--- src/rtl/core/bfse_pkg.sv ---
// Shared types, constants and helper functions for the boolean formula
// stack evaluator core. No dependencies; the evaluator core imports it.
package bfse_pkg;

    // Stack geometry
    localparam int STACK_DEPTH = 128;
    localparam int CNT_W       = $clog2(STACK_DEPTH + 1);
    localparam int ADDR_W      = $clog2(STACK_DEPTH);
    localparam int ATOM_W      = 9;
    localparam int SYM_W       = 8;

    // ASCII codes of the formula alphabet
    localparam logic [SYM_W-1:0] CH_SPACE = 8'h20;
    localparam logic [SYM_W-1:0] CH_ONE   = 8'h31;
    localparam logic [SYM_W-1:0] CH_NINE  = 8'h39;
    localparam logic [SYM_W-1:0] CH_CLOSE = 8'h29;
    localparam logic [SYM_W-1:0] CH_OPEN  = 8'h28;
    localparam logic [SYM_W-1:0] CH_NOT   = 8'h7E;
    localparam logic [SYM_W-1:0] CH_OR    = 8'h56;
    localparam logic [SYM_W-1:0] CH_AND   = 8'h5E;

    typedef logic [CNT_W-1:0]  cnt_t;
    typedef logic [ADDR_W-1:0] addr_t;

    // Operator codes held on the operator stack
    typedef enum logic [2:0] {
        OP_OPEN = 3'd0,
        OP_NOT  = 3'd1,
        OP_OR   = 3'd2,
        OP_AND  = 3'd3,
        OP_IMP  = 3'd4
    } op_t;

    // Result status codes
    typedef enum logic [1:0] {
        ST_OK    = 2'd0,
        ST_OVER  = 2'd1,
        ST_UNDER = 2'd2
    } status_t;

    // Sequencer states
    typedef enum logic [2:0] {
        S_IDLE,
        S_EXEC,
        S_RED,
        S_APPLY,
        S_EMIT
    } state_t;

    // Decoded control for the current step of the sequencer
    typedef struct packed {
        logic    finish;
        logic    fin_truth;
        status_t fin_status;
        logic    push_val;
        logic    push_bit;
        logic    push_op;
        logic    red_start;
        logic    to_apply;
        logic    apply_bit;
    } ctl_t;

    // Map a character to its operator code
    function automatic op_t op_code(input logic [SYM_W-1:0] sym);
        op_t code;
        case (sym)
            CH_OPEN: code = OP_OPEN;
            CH_NOT:  code = OP_NOT;
            CH_OR:   code = OP_OR;
            CH_AND:  code = OP_AND;
            default: code = OP_IMP;
        endcase
        return code;
    endfunction

    // Apply one operator; a is the lower operand, b the top of stack
    function automatic logic apply_op(input op_t op, input logic a, input logic b);
        logic r;
        case (op)
            OP_NOT:  r = ~b;
            OP_OR:   r = a | b;
            OP_AND:  r = a & b;
            default: r = ~(a & ~b);
        endcase
        return r;
    endfunction

endpackage

--- src/rtl/core/boolean_formula_stack_evaluator_core.sv ---
// Boolean formula evaluator: value and operator stacks in two synchronous RAMs.
// Each symbol is captured in IDLE and decoded in EXEC. A ')' runs reductions in
// RED (fetch) and APPLY (write back) until RED finds '(' or the formula ends.
// A new symbol is taken only in IDLE, once the last one is handled; a finished
// result waits in EMIT while the output register stays full.
// Reset clears counts, sequencer, output valid and atom_values; RAMs are not.
module boolean_formula_stack_evaluator_core (
    input  logic                  clk,
    input  logic                  rst_n,
    input  logic                  in_valid,
    output logic                  in_ready,
    input  logic [7:0]            symbol,
    output logic                  out_valid,
    input  logic                  out_ready,
    output logic                  truth,
    output bfse_pkg::status_t     status,
    input  logic                  cfg_valid,
    output logic                  cfg_ready,
    input  logic [8:0]            cfg_data
);
    import bfse_pkg::*;

    state_t            state_reg, state_next;
    logic [SYM_W-1:0]  sym_reg, sym_next;
    logic [ATOM_W-1:0] atom_values_reg;
    cnt_t              vcnt_reg, vcnt_next;
    cnt_t              ocnt_reg, ocnt_next;
    logic              vtop_reg, vtop_next;
    op_t               otop_reg, otop_next;
    logic              res_truth_reg, res_truth_next;
    status_t           res_status_reg, res_status_next;
    logic              out_valid_reg, out_valid_next;
    logic              truth_reg, truth_next;
    status_t           status_reg, status_next;
    ctl_t              ctl;
    logic              slot_free;

    // RAM ports
    logic              vram_we, vram_re, vram_wdata, vram_rdata;
    addr_t             vram_waddr, vram_raddr;
    logic              oram_we, oram_re;
    addr_t             oram_waddr, oram_raddr;
    logic [2:0]        oram_wdata, oram_rdata;

    // Helper values
    logic              is_atom;
    logic [3:0]        atom_idx;
    logic [SYM_W-1:0]  atom_off;
    cnt_t              vcnt_m1, vcnt_m2, ocnt_m2, ocnt_m3;
    logic              lacking;

    assign in_ready  = (state_reg == S_IDLE);
    assign cfg_ready = 1'b1;
    assign out_valid = out_valid_reg;
    assign truth     = truth_reg;
    assign status    = status_reg;
    assign slot_free = ~out_valid_reg | out_ready;

    assign is_atom  = (sym_reg >= CH_ONE) && (sym_reg <= CH_NINE);
    assign atom_off = sym_reg - CH_ONE;
    assign atom_idx = atom_off[3:0];
    assign vcnt_m1  = vcnt_reg - cnt_t'(1);
    assign vcnt_m2  = vcnt_reg - cnt_t'(2);
    assign ocnt_m2  = ocnt_reg - cnt_t'(2);
    assign ocnt_m3  = ocnt_reg - cnt_t'(3);

    // Reads into the RAMs always target entries below the cached top, and
    // writes hit the top, so a read never collides with a write in flight.
    bfse_stack_ram #(.WIDTH(1), .DEPTH(STACK_DEPTH)) u_value_ram (
        .clk   (clk),
        .we    (vram_we),
        .waddr (vram_waddr),
        .wdata (vram_wdata),
        .re    (vram_re),
        .raddr (vram_raddr),
        .rdata (vram_rdata)
    );

    bfse_stack_ram #(.WIDTH(3), .DEPTH(STACK_DEPTH)) u_op_ram (
        .clk   (clk),
        .we    (oram_we),
        .waddr (oram_waddr),
        .wdata (oram_wdata),
        .re    (oram_re),
        .raddr (oram_raddr),
        .rdata (oram_rdata)
    );

    // Decode the current step
    always_comb
    begin
        ctl     = '0;
        lacking = 1'b0;
        case (state_reg)
            S_EXEC:
            begin
                if (sym_reg == CH_SPACE)
                begin
                    ctl.finish = 1'b0;
                end
                else if (is_atom)
                begin
                    ctl.push_bit = atom_values_reg[atom_idx];
                    if (vcnt_reg == cnt_t'(STACK_DEPTH))
                    begin
                        ctl.finish     = 1'b1;
                        ctl.fin_status = ST_OVER;
                    end
                    else
                    begin
                        ctl.push_val = 1'b1;
                        if (ocnt_reg == '0)
                        begin
                            ctl.finish     = 1'b1;
                            ctl.fin_truth  = ctl.push_bit;
                            ctl.fin_status = ST_OK;
                        end
                    end
                end
                else if (sym_reg == CH_CLOSE)
                begin
                    if (ocnt_reg == '0)
                    begin
                        ctl.finish     = 1'b1;
                        ctl.fin_status = ST_UNDER;
                    end
                    else
                    begin
                        ctl.red_start = 1'b1;
                    end
                end
                else
                begin
                    if (ocnt_reg == cnt_t'(STACK_DEPTH))
                    begin
                        ctl.finish     = 1'b1;
                        ctl.fin_status = ST_OVER;
                    end
                    else
                    begin
                        ctl.push_op = 1'b1;
                    end
                end
            end
            S_RED:
            begin
                if ((ocnt_reg == '0) || (otop_reg == OP_OPEN))
                begin
                    // Loop ends; emit only if the operator stack is empty
                    if (ocnt_reg == '0)
                    begin
                        ctl.finish     = 1'b1;
                        ctl.fin_truth  = (vcnt_reg != '0) & vtop_reg;
                        ctl.fin_status = (vcnt_reg == '0) ? ST_UNDER : ST_OK;
                    end
                end
                else
                begin
                    if (otop_reg == OP_NOT)
                    begin
                        lacking = (vcnt_reg == '0);
                    end
                    else
                    begin
                        lacking = (vcnt_reg < cnt_t'(2));
                    end
                    if (lacking || (ocnt_reg < cnt_t'(2)))
                    begin
                        ctl.finish     = 1'b1;
                        ctl.fin_status = ST_UNDER;
                    end
                    else
                    begin
                        ctl.to_apply = 1'b1;
                    end
                end
            end
            S_APPLY:
            begin
                ctl.apply_bit = apply_op(otop_reg, vram_rdata, vtop_reg);
                // Both operator entries gone: the stack is empty, emit
                if (ocnt_reg == cnt_t'(2))
                begin
                    ctl.finish     = 1'b1;
                    ctl.fin_truth  = ctl.apply_bit;
                    ctl.fin_status = ST_OK;
                end
            end
            default:
            begin
                ctl = '0;
            end
        endcase
    end

    // Next state
    always_comb
    begin
        state_next = state_reg;
        case (state_reg)
            S_IDLE:
            begin
                if (in_valid)
                begin
                    state_next = S_EXEC;
                end
            end
            S_EXEC:
            begin
                if (ctl.finish)
                begin
                    state_next = S_EMIT;
                end
                else if (ctl.red_start)
                begin
                    state_next = S_RED;
                end
                else
                begin
                    state_next = S_IDLE;
                end
            end
            S_RED:
            begin
                if (ctl.finish)
                begin
                    state_next = S_EMIT;
                end
                else if (ctl.to_apply)
                begin
                    state_next = S_APPLY;
                end
                else
                begin
                    state_next = S_IDLE;
                end
            end
            S_APPLY:
            begin
                state_next = ctl.finish ? S_EMIT : S_RED;
            end
            S_EMIT:
            begin
                if (slot_free)
                begin
                    state_next = S_IDLE;
                end
            end
            default:
            begin
                state_next = S_IDLE;
            end
        endcase
    end

    // Datapath, RAM controls and output register
    always_comb
    begin
        sym_next        = sym_reg;
        vcnt_next       = vcnt_reg;
        ocnt_next       = ocnt_reg;
        vtop_next       = vtop_reg;
        otop_next       = otop_reg;
        res_truth_next  = res_truth_reg;
        res_status_next = res_status_reg;
        out_valid_next  = out_valid_reg;
        truth_next      = truth_reg;
        status_next     = status_reg;
        vram_we         = 1'b0;
        vram_waddr      = vcnt_reg[ADDR_W-1:0];
        vram_wdata      = ctl.push_bit;
        vram_re         = 1'b0;
        vram_raddr      = vcnt_m2[ADDR_W-1:0];
        oram_we         = 1'b0;
        oram_waddr      = ocnt_reg[ADDR_W-1:0];
        oram_wdata      = op_code(sym_reg);
        oram_re         = 1'b0;
        oram_raddr      = ocnt_m3[ADDR_W-1:0];

        // Drop a delivered result
        if (out_valid_reg && out_ready)
        begin
            out_valid_next = 1'b0;
        end

        case (state_reg)
            S_IDLE:
            begin
                if (in_valid)
                begin
                    sym_next = symbol;
                end
            end
            S_EXEC:
            begin
                // Push an atom value
                if (ctl.push_val)
                begin
                    vram_we   = 1'b1;
                    vtop_next = ctl.push_bit;
                    vcnt_next = vcnt_reg + cnt_t'(1);
                end
                // Push an operator
                if (ctl.push_op)
                begin
                    oram_we   = 1'b1;
                    otop_next = op_code(sym_reg);
                    ocnt_next = ocnt_reg + cnt_t'(1);
                end
            end
            S_RED:
            begin
                // Fetch the lower operand and the operator below the dropped one
                if (ctl.to_apply)
                begin
                    vram_re = 1'b1;
                    oram_re = 1'b1;
                end
            end
            S_APPLY:
            begin
                // Replace operands by the result, drop two operator entries
                vram_we    = 1'b1;
                vram_wdata = ctl.apply_bit;
                vtop_next  = ctl.apply_bit;
                ocnt_next  = ocnt_m2;
                otop_next  = op_t'(oram_rdata);
                if (otop_reg == OP_NOT)
                begin
                    vram_waddr = vcnt_m1[ADDR_W-1:0];
                end
                else
                begin
                    vram_waddr = vcnt_m2[ADDR_W-1:0];
                    vcnt_next  = vcnt_m1;
                end
            end
            S_EMIT:
            begin
                // Hand the pending result to the output register
                if (slot_free)
                begin
                    out_valid_next = 1'b1;
                    truth_next     = res_truth_reg;
                    status_next    = res_status_reg;
                end
            end
            default:
            begin
                sym_next = sym_reg;
            end
        endcase

        // Hold the result and clear both stacks
        if (ctl.finish)
        begin
            res_truth_next  = ctl.fin_truth;
            res_status_next = ctl.fin_status;
            vcnt_next       = '0;
            ocnt_next       = '0;
        end
    end

    // Control registers
    always_ff @(posedge clk or negedge rst_n)
    begin
        if (!rst_n)
        begin
            state_reg       <= S_IDLE;
            vcnt_reg        <= '0;
            ocnt_reg        <= '0;
            out_valid_reg   <= 1'b0;
            atom_values_reg <= '0;
        end
        else
        begin
            state_reg     <= state_next;
            vcnt_reg      <= vcnt_next;
            ocnt_reg      <= ocnt_next;
            out_valid_reg <= out_valid_next;
            if (cfg_valid && cfg_ready)
            begin
                atom_values_reg <= cfg_data;
            end
        end
    end

    // Payload registers
    always_ff @(posedge clk)
    begin
        sym_reg        <= sym_next;
        vtop_reg       <= vtop_next;
        otop_reg       <= otop_next;
        res_truth_reg  <= res_truth_next;
        res_status_reg <= res_status_next;
        truth_reg      <= truth_next;
        status_reg     <= status_next;
    end

endmodule

--- src/rtl/core/bfse_stack_ram.sv ---
// Generic single-write, single-read synchronous RAM with registered read data.
// Used for both evaluator stacks; no package dependency.
module bfse_stack_ram #(
    parameter int WIDTH = 1,
    parameter int DEPTH = 128
) (
    input  logic                     clk,
    input  logic                     we,
    input  logic [$clog2(DEPTH)-1:0] waddr,
    input  logic [WIDTH-1:0]         wdata,
    input  logic                     re,
    input  logic [$clog2(DEPTH)-1:0] raddr,
    output logic [WIDTH-1:0]         rdata
);

    logic [WIDTH-1:0] mem [DEPTH];

    // Write port
    always_ff @(posedge clk)
    begin
        if (we)
        begin
            mem[waddr] <= wdata;
        end
    end

    // Registered read port
    always_ff @(posedge clk)
    begin
        if (re)
        begin
            rdata <= mem[raddr];
        end
    end

endmodule

--- config.mk ---
export PLATFORM = sky130hd
export DESIGN_NAME = boolean_formula_stack_evaluator_core
export DESIGN_NICKNAME = d
export VERILOG_FILES = /design/src/rtl/core/bfse_pkg.sv /design/src/rtl/core/boolean_formula_stack_evaluator_core.sv /design/src/rtl/core/bfse_stack_ram.sv
export SDC_FILE = /design/constraint.sdc
export NUM_CORES = 1
export LEC_CHECK = 0
export ABC_AREA = 1
export CAP_MARGIN = 15
export CORE_MARGIN = 10
export CORE_UTILIZATION = 57
export DETAILED_ROUTE_END_ITERATION = 12
export DONT_BUFFER_PORTS = 1
export GPL_ROUTABILITY_DRIVEN = 1
export HOLD_SLACK_MARGIN = 0.15
export PLACE_DENSITY = 0.71
export RECOVER_POWER = 50
export SYNTH_ARGS = -nofsm -noshare
export SYNTH_HDL_FRONTEND = slang
export SYNTH_SLANG_ARGS = --single-unit
--- constraint.sdc ---
create_clock -name clk -period 19.5 [get_ports clk]
set_input_delay 0 -clock clk [delete_from_list [all_inputs] [get_ports clk]]
set_output_delay 0 -clock clk [all_outputs]
set_load 0.005 [all_outputs]
==> results of run 1 <==
## metrics by stage
step	power (mW)	setup WS [ps]	cells	area [sq um]	util
2_1_floorplan	2.46	10730	2569	25600	-
3_3_place_gp	2.85	15450	3046	26000	0.586
3_5_place_dp	2.88	15300	3046	26000	0.586
6_report	4.06	10920	3198	28400	0.640
4_1_cts	4.05	15290	3197	28400	0.641
5_1_grt	4.28	10080	3198	28400	0.640
## synth_stat cells, drive strengths merged (2+ instances only)
master and n:
nor4 2, nor2 672, a31oi 2, inv 115
clkinv 3, clkbuf 70, nand4 18, xor2 16
a21oi 19, ha 17, o211ai 5, nand3 294
buf 67, nand2 476, mux2 5, o22ai 5
nor3 6, dfrtp 29, edfxtp 534, o21ai 206
o221ai 2
## worst min-delay path by stage
stage,slack (ps),endpoint,from,cells after the start
3_5_place_dp,-290,atom_values_reg[1],rst_n,0
5_1_grt,250,state_reg[2],out_ready,4
4_1_cts,200,state_reg[2],out_ready,4
2_1_floorplan,-300,atom_values_reg[0],rst_n,0
6_report,210,state_reg[2],out_ready,4
3_3_place_gp,-290,atom_values_reg[7],rst_n,0
## metal layers
layer	track usage	vias to the layer above	share of wire
li1	-	8665	-
met1	0.298	8947	0.40
met2	0.385	831	0.49
met3	0.0360	136	0.082
met4	0.0780	0	0.028
met5	0	-	0
## area by class of cell
type                    instances  share of cell area
clock buffers                  67              0.0531
repair buffers                 66              0.0206
inverters                     118              0.0158
flip-flops and latches        563               0.591
multi-input cells            1751               0.275
clock inverters                41              0.0180
well taps                     592              0.0261
## logic make-up (layout without fill, tap and decap cells)
kind of cell	count (synthesis)	in the layout	share of synthesized area
AO/OA/AOI/OAI	241	241	0.0503
XOR/XNOR	17	17	0.00611
adder cells (fa/ha/maj)	17	17	0.00831
buffers and inverters	255	292	0.0398
flip-flops	563	563	0.655
multiplexers	5	5	0.00220
other	1	1	0.000147
AND/OR/NAND/NOR	1470	1470	0.238
## worst reg2reg max path: stages, from the launching register on
cell        delay, ps
dfrtp_1          1040
clkinvlp_2       2590
clkbuf_1         1950
ha_1              790
nand4_1           110
inv_1              80
a21oi_1           780
nand2_1           670
o21ai_0           470
## repair_timing
item,4_1_cts,5_1_grt
buffers inserted,0,0
endpoints found under the setup margin,0,0
hold buffers,43,0
hold endpoints to repair,60,0
## report_power, final
group | internal, mW | switching, mW
combinational | 0.435 | 1.08
clock | 0.688 | 0.476
sequential | 1.35 | 0.0319
total | 2.47 | 1.59
==> impl_metrics.json, run 1 <==
{
  "status": "finished with violations",
  "violations": "capacitance limit, slew limit",
  "die_x_microns": 232,
  "leakagePower_nw": 10.3,
  "synth_cell_types": 41,
  "ios": 28,
  "crit_arrival_ps": 9080,
  "grt_setup_unrepaired": "no",
  "clk_pin_slew_worst_paths_ps": 70,
  "crit_path_start_kind": "flip-flop",
  "seq_area_sq_um": 16800,
  "drtPass1Iterations": 8,
  "route.detailed.drc": 0,
  "clock_sinks": 563,
  "io_buffers": 0,
  "ys_ff_latch": 563,
  "synth_top_area_cell": "edfxtp_1",
  "final.setup.tns_ps": 0,
  "dieHeight_microns": 232,
  "max_freq_ghz": 0.117,
  "timing.rr.end": "state_reg[1]",
  "grt_pass1_vias": 17649,
  "ant_nets": 0,
  "vias": 18579,
  "power_density_nw_per_um2": 143,
  "hpwl_microns": 36000,
  "synth-edff-count": 534,
  "tightest_slew_ps": 4610,
  "ys.warnings.count": 0,
  "core_area_sq_um": 44300,
  "synthArstFlopShare": 0.0515,
  "place.gp.congestion": 0.869,
  "fin_crit_ps": 8580,
  "numCtsBuffers": 57,
  "die_area_sq_um": 53800,
  "grt_pass1_wl_microns": 97300,
  "finClkSkew_ps": 31.7,
  "critPathKind": "flip-flop to flip-flop",
  "cp.required_ps": 20000,
  "cp-end-kind": "flip-flop",
  "critical_path.top_delay_family": "buffers and inverters",
  "overflow": 0,
  "ys_seq_area_frac": 0.655,
  "grt_max_degree": 130,
  "synth.avg_cell_area_sq_um": 9.96,
  "largest_reg_flops": 384,
  "synthCells": 2569,
  "multi_input_area_sq_um": 7820,
  "root_buffer": "clkbuf_16",
  "worst-path-max-fanout": 99,
  "worst_path_largest_cell_delay_ps": 2590,
  "finalHoldViolCount": 0,
  "r2r_setup_slack_ps": 10920,
  "final_cell_mix": "nor2_1 (666), edfxtp_1 (534), nand2_1 (468), nand3_1 (274), o21ai_0 (203)",
  "routed_via_density": 5.81,
  "hold_ws_ps": 210,
  "endpoint": "state_reg[1]",
  "setup_viol": 0,
  "antenna_found_initial": 0,
  "nFillCells": 3491,
  "netlist.area_leader.share": 0.627,
  "relSlewSlack": -2.07,
  "final_common_cell": "nor2_1",
  "layout-drive-gt1-share": 0.0668,
  "ys_top_cells_by_area": "edfxtp_1 (63%), nor2_1 (9.8%), nand2_1 (6.9%), nand3_1 (5.4%), o21ai_0 (4.0%)",
  "drtIter0Drc": 1921,
  "maxCapViolCount": 10,
  "clock_latency_ps": 640,
  "syn_nets": 2608,
  "ir_drop_mv": 0.120,
  "slew_violations": 692,
  "htreeDepth": 2,
  "finalCritPeriodShare": 0.440,
  "worstPathCellList": "clkinvlp_2 > clkbuf_1 > ha_1 > nand4_1 > inv_1 > a21oi_1 > nand2_1 > o21ai_0",
  "syn_to_final_growth_pct": 10.9,
  "crit_path_start": "ocnt_reg[0]",
  "cp_num_buf_inv": 3,
  "cp_slowest_cell": "clkinvlp_2",
  "fp-row-count": 77,
  "wl_per_cell_microns": 19.3,
  "rr_worst_depth": 8,
  "grt_usage": 0.229,
  "cp.depth": 8,
  "synth_ff_type": "edfxtp_1",
  "cts_resized": 0,
  "holdCritPathClass": "input pin to flip-flop",
  "synth_area_sq_um": 25600,
  "clock_path_buffers": 3,
  "start_util": 0.577,
  "r2r-start": "ocnt_reg[0]",
  "cts_tree": "done",
  "nNetsFinal": 2596,
  "n_antenna_cell": 0,
  "finalWirelength_microns": 61900
}
(Power assumes the default switching activity.)
==> inputs of run 2 (changes only) <==
==> constraint.sdc (replaced) <==
create_clock -name clk -period 8.2 [get_ports clk]
set_input_delay 0 -clock clk [delete_from_list [all_inputs] [get_ports clk]]
set_output_delay 0 -clock clk [all_outputs]
set_load 0.005 [all_outputs]
==> run 2 against run 1 <==
The flow still finishes with violations (capacitance limit, slew limit); critical endpoint is now u_op_ram.rdata[1]; sequential share of layout area rose by 0.063 points; clock skew rose by 8.4 ps; global-route usage rose by 0.54 points; clock-buffer cell count rose by 1; power rose by 140%; non-clock buffer count rose by 2; first-iteration DRC count rose by 31%; combinational power rose by 140%; largest cell class unchanged.
==> impl_metrics.json, run 2 (synthesis gave the netlist of run 1 again) <==
{
  "clock_latency_ps": 630,
  "n_antenna_cell": 0,
  "tightest_slew_ps": 3510,
  "crit_arrival_ps": 6090,
  "maxCapViolCount": 5,
  "rr_worst_depth": 10,
  "cp.required_ps": 8700,
  "final.setup.tns_ps": 0,
  "relSlewSlack": -1.34,
  "hold_end": "state_reg[0]",
  "power.net_switching_mw": 3.75,
  "multi_input_area_sq_um": 7830,
  "overflow": 0,
  "numCtsBuffers": 57,
  "core_area_sq_um": 44300,
  "cp_num_buf_inv": 2,
  "root_buffer": "clkbuf_16",
  "final_common_cell": "nor2_1",
  "fp-row-count": 77,
  "routed_via_density": 5.82,
  "power.clock.fraction": 0.280,
  "crit_path_start_kind": "flip-flop",
  "grt_usage": 0.234,
  "wl_per_cell_microns": 19.6,
  "drtIter0Drc": 2521,
  "leakagePower_nw": 10.3,
  "max_freq_ghz": 0.179,
  "violations": "capacitance limit, slew limit",
  "hp-start": "in_valid",
  "r2r_setup_slack_ps": 2610,
  "ios": 28,
  "grt_pass1_vias": 17908,
  "antenna_found_initial": 0,
  "dieHeight_microns": 232,
  "worstPathCellList": "inv_4 > clkbuf_1 > o21ai_0 > nand3_1 > nand3_1 > nand3_1 > nand3_1 > nand2_1 > nand2_1 > nand2_1",
  "crit_top_cell": "nand3_1",
  "finalCritPeriodShare": 0.682,
  "nFillCells": 3414,
  "cts_resized": 0,
  "grt_max_degree": 130,
  "ir_drop_mv": 0.360,
  "start_util": 0.577,
  "holdCritPathClass": "input pin to flip-flop",
  "r2r-start": "ocnt_reg[0]",
  "syn_to_final_growth_pct": 10.8,
  "clock_sinks": 563,
  "io_buffers": 0,
  "seq_area_sq_um": 16800,
  "die_x_microns": 232,
  "finalWirelength_microns": 62700,
  "clk_pin_slew_worst_paths_ps": 60,
  "vias": 18614,
  "worst-path-max-fanout": 109,
  "slew_violations": 289,
  "cts_tree": "done",
  "drtPass1Iterations": 5,
  "fin_crit_ps": 5590,
  "power_frac_seq": 0.341,
  "internal-power_mw": 5.84,
  "place.gp.congestion": 0.925,
  "clock_path_buffers": 3,
  "status": "finished with violations",
  "cp-end-kind": "flip-flop",
  "finalHoldViolCount": 0,
  "min_path_cells": 3,
  "layout-drive-gt1-share": 0.0657,
  "route.detailed.drc": 0,
  "final_cell_mix": "nor2_1 (664), edfxtp_1 (534), nand2_1 (469), nand3_1 (274), o21ai_0 (203)",
  "finClkSkew_ps": 40.1,
  "grt_pass1_wl_microns": 99500,
  "final_cells": 3196,
  "nNetsFinal": 2598,
  "timing.rr.end": "u_op_ram.rdata[1]",
  "critPathKind": "flip-flop to flip-flop",
  "setup_viol": 0,
  "die_area_sq_um": 53800,
  "dp.cells": 3047,
  "swShare": 0.391,
  "power_frac_comb": 0.379,
  "grt_setup_unrepaired": "no",
  "largest_reg_flops": 384,
  "post_cts_buffers": 0,
  "hpwl_microns": 37300,
  "worst_path_largest_cell_delay_ps": 2520,
  "cp_slowest_cell": "clkbuf_1",
  "htreeDepth": 2,
  "ant_nets": 0,
  "power_density_nw_per_um2": 338,
  "critical_path.top_delay_family": "buffers and inverters"
}
## run 2: final cells by class
type                       count  area share
inverter                     118      0.0158
timing repair buffer          68      0.0211
clock buffer                  68      0.0536
tap                          592      0.0261
multi-input combinational   1751       0.276
sequential                   563       0.592
clock inverter                36      0.0155
## run 2: tightest hold or removal path, stage by stage
cell,delay (ps)
dlygate4sd3_1,570
o21ai_0,100
nor2_1,110
## run 2: metal layers
| layer | wire [microns] | vias up | global-route usage |
|---|---|---|---|
| met5 | 0 | - | 0 |
| met4 | 1260 | 0 | 0.0621 |
| met3 | 6880 | 117 | 0.0516 |
| met2 | 28400 | 949 | 0.356 |
| met1 | 26200 | 8874 | 0.336 |
| li1 | - | 8674 | - |
## run 2: worst max path at each step
stage	startpoint	endpoint	slack [ps]	cells after the start
2_1_floorplan	sym_reg[0]	u_op_ram.mem[0][2]	2250	6
3_3_place_gp	sym_reg[0]	u_op_ram.mem[61][2]	4430	6
3_5_place_dp	ocnt_reg[0]	u_op_ram.rdata[0]	4290	13
4_1_cts	ocnt_reg[0]	u_op_ram.rdata[0]	4310	13
5_1_grt	ocnt_reg[0]	u_op_ram.rdata[1]	2240	10
6_report	ocnt_reg[0]	u_op_ram.rdata[1]	2610	10
## run 2: power by group through the flow
stage	combinational (mW)	clock [mW]	sequential (mW)
after floorplan	2.56	0	3.30
after global placement	3.44	0	3.32
after detailed placement	3.52	0	3.32
after CTS	3.56	2.71	3.26
after global routing	4.05	2.83	3.27
final	3.63	2.69	3.27
## run 2: stage by stage
step	power, mW	instance area, sq um	hold slack, ps	utilization	setup slack, ps
after floorplan	5.85	25600	-296	-	2250
after global placement	6.76	26000	-294	0.586	4430
after detailed placement	6.84	26000	-293	0.586	4290
after CTS	9.53	28400	210	0.640	4310
after global routing	10.2	28300	246	0.640	2240
final	9.59	28300	221	0.640	2610
## run 2: timing repair
item,4_1_cts,5_1_grt
endpoints found under the hold margin,60,0
endpoints found under the setup margin,0,0
hold buffers,42,0
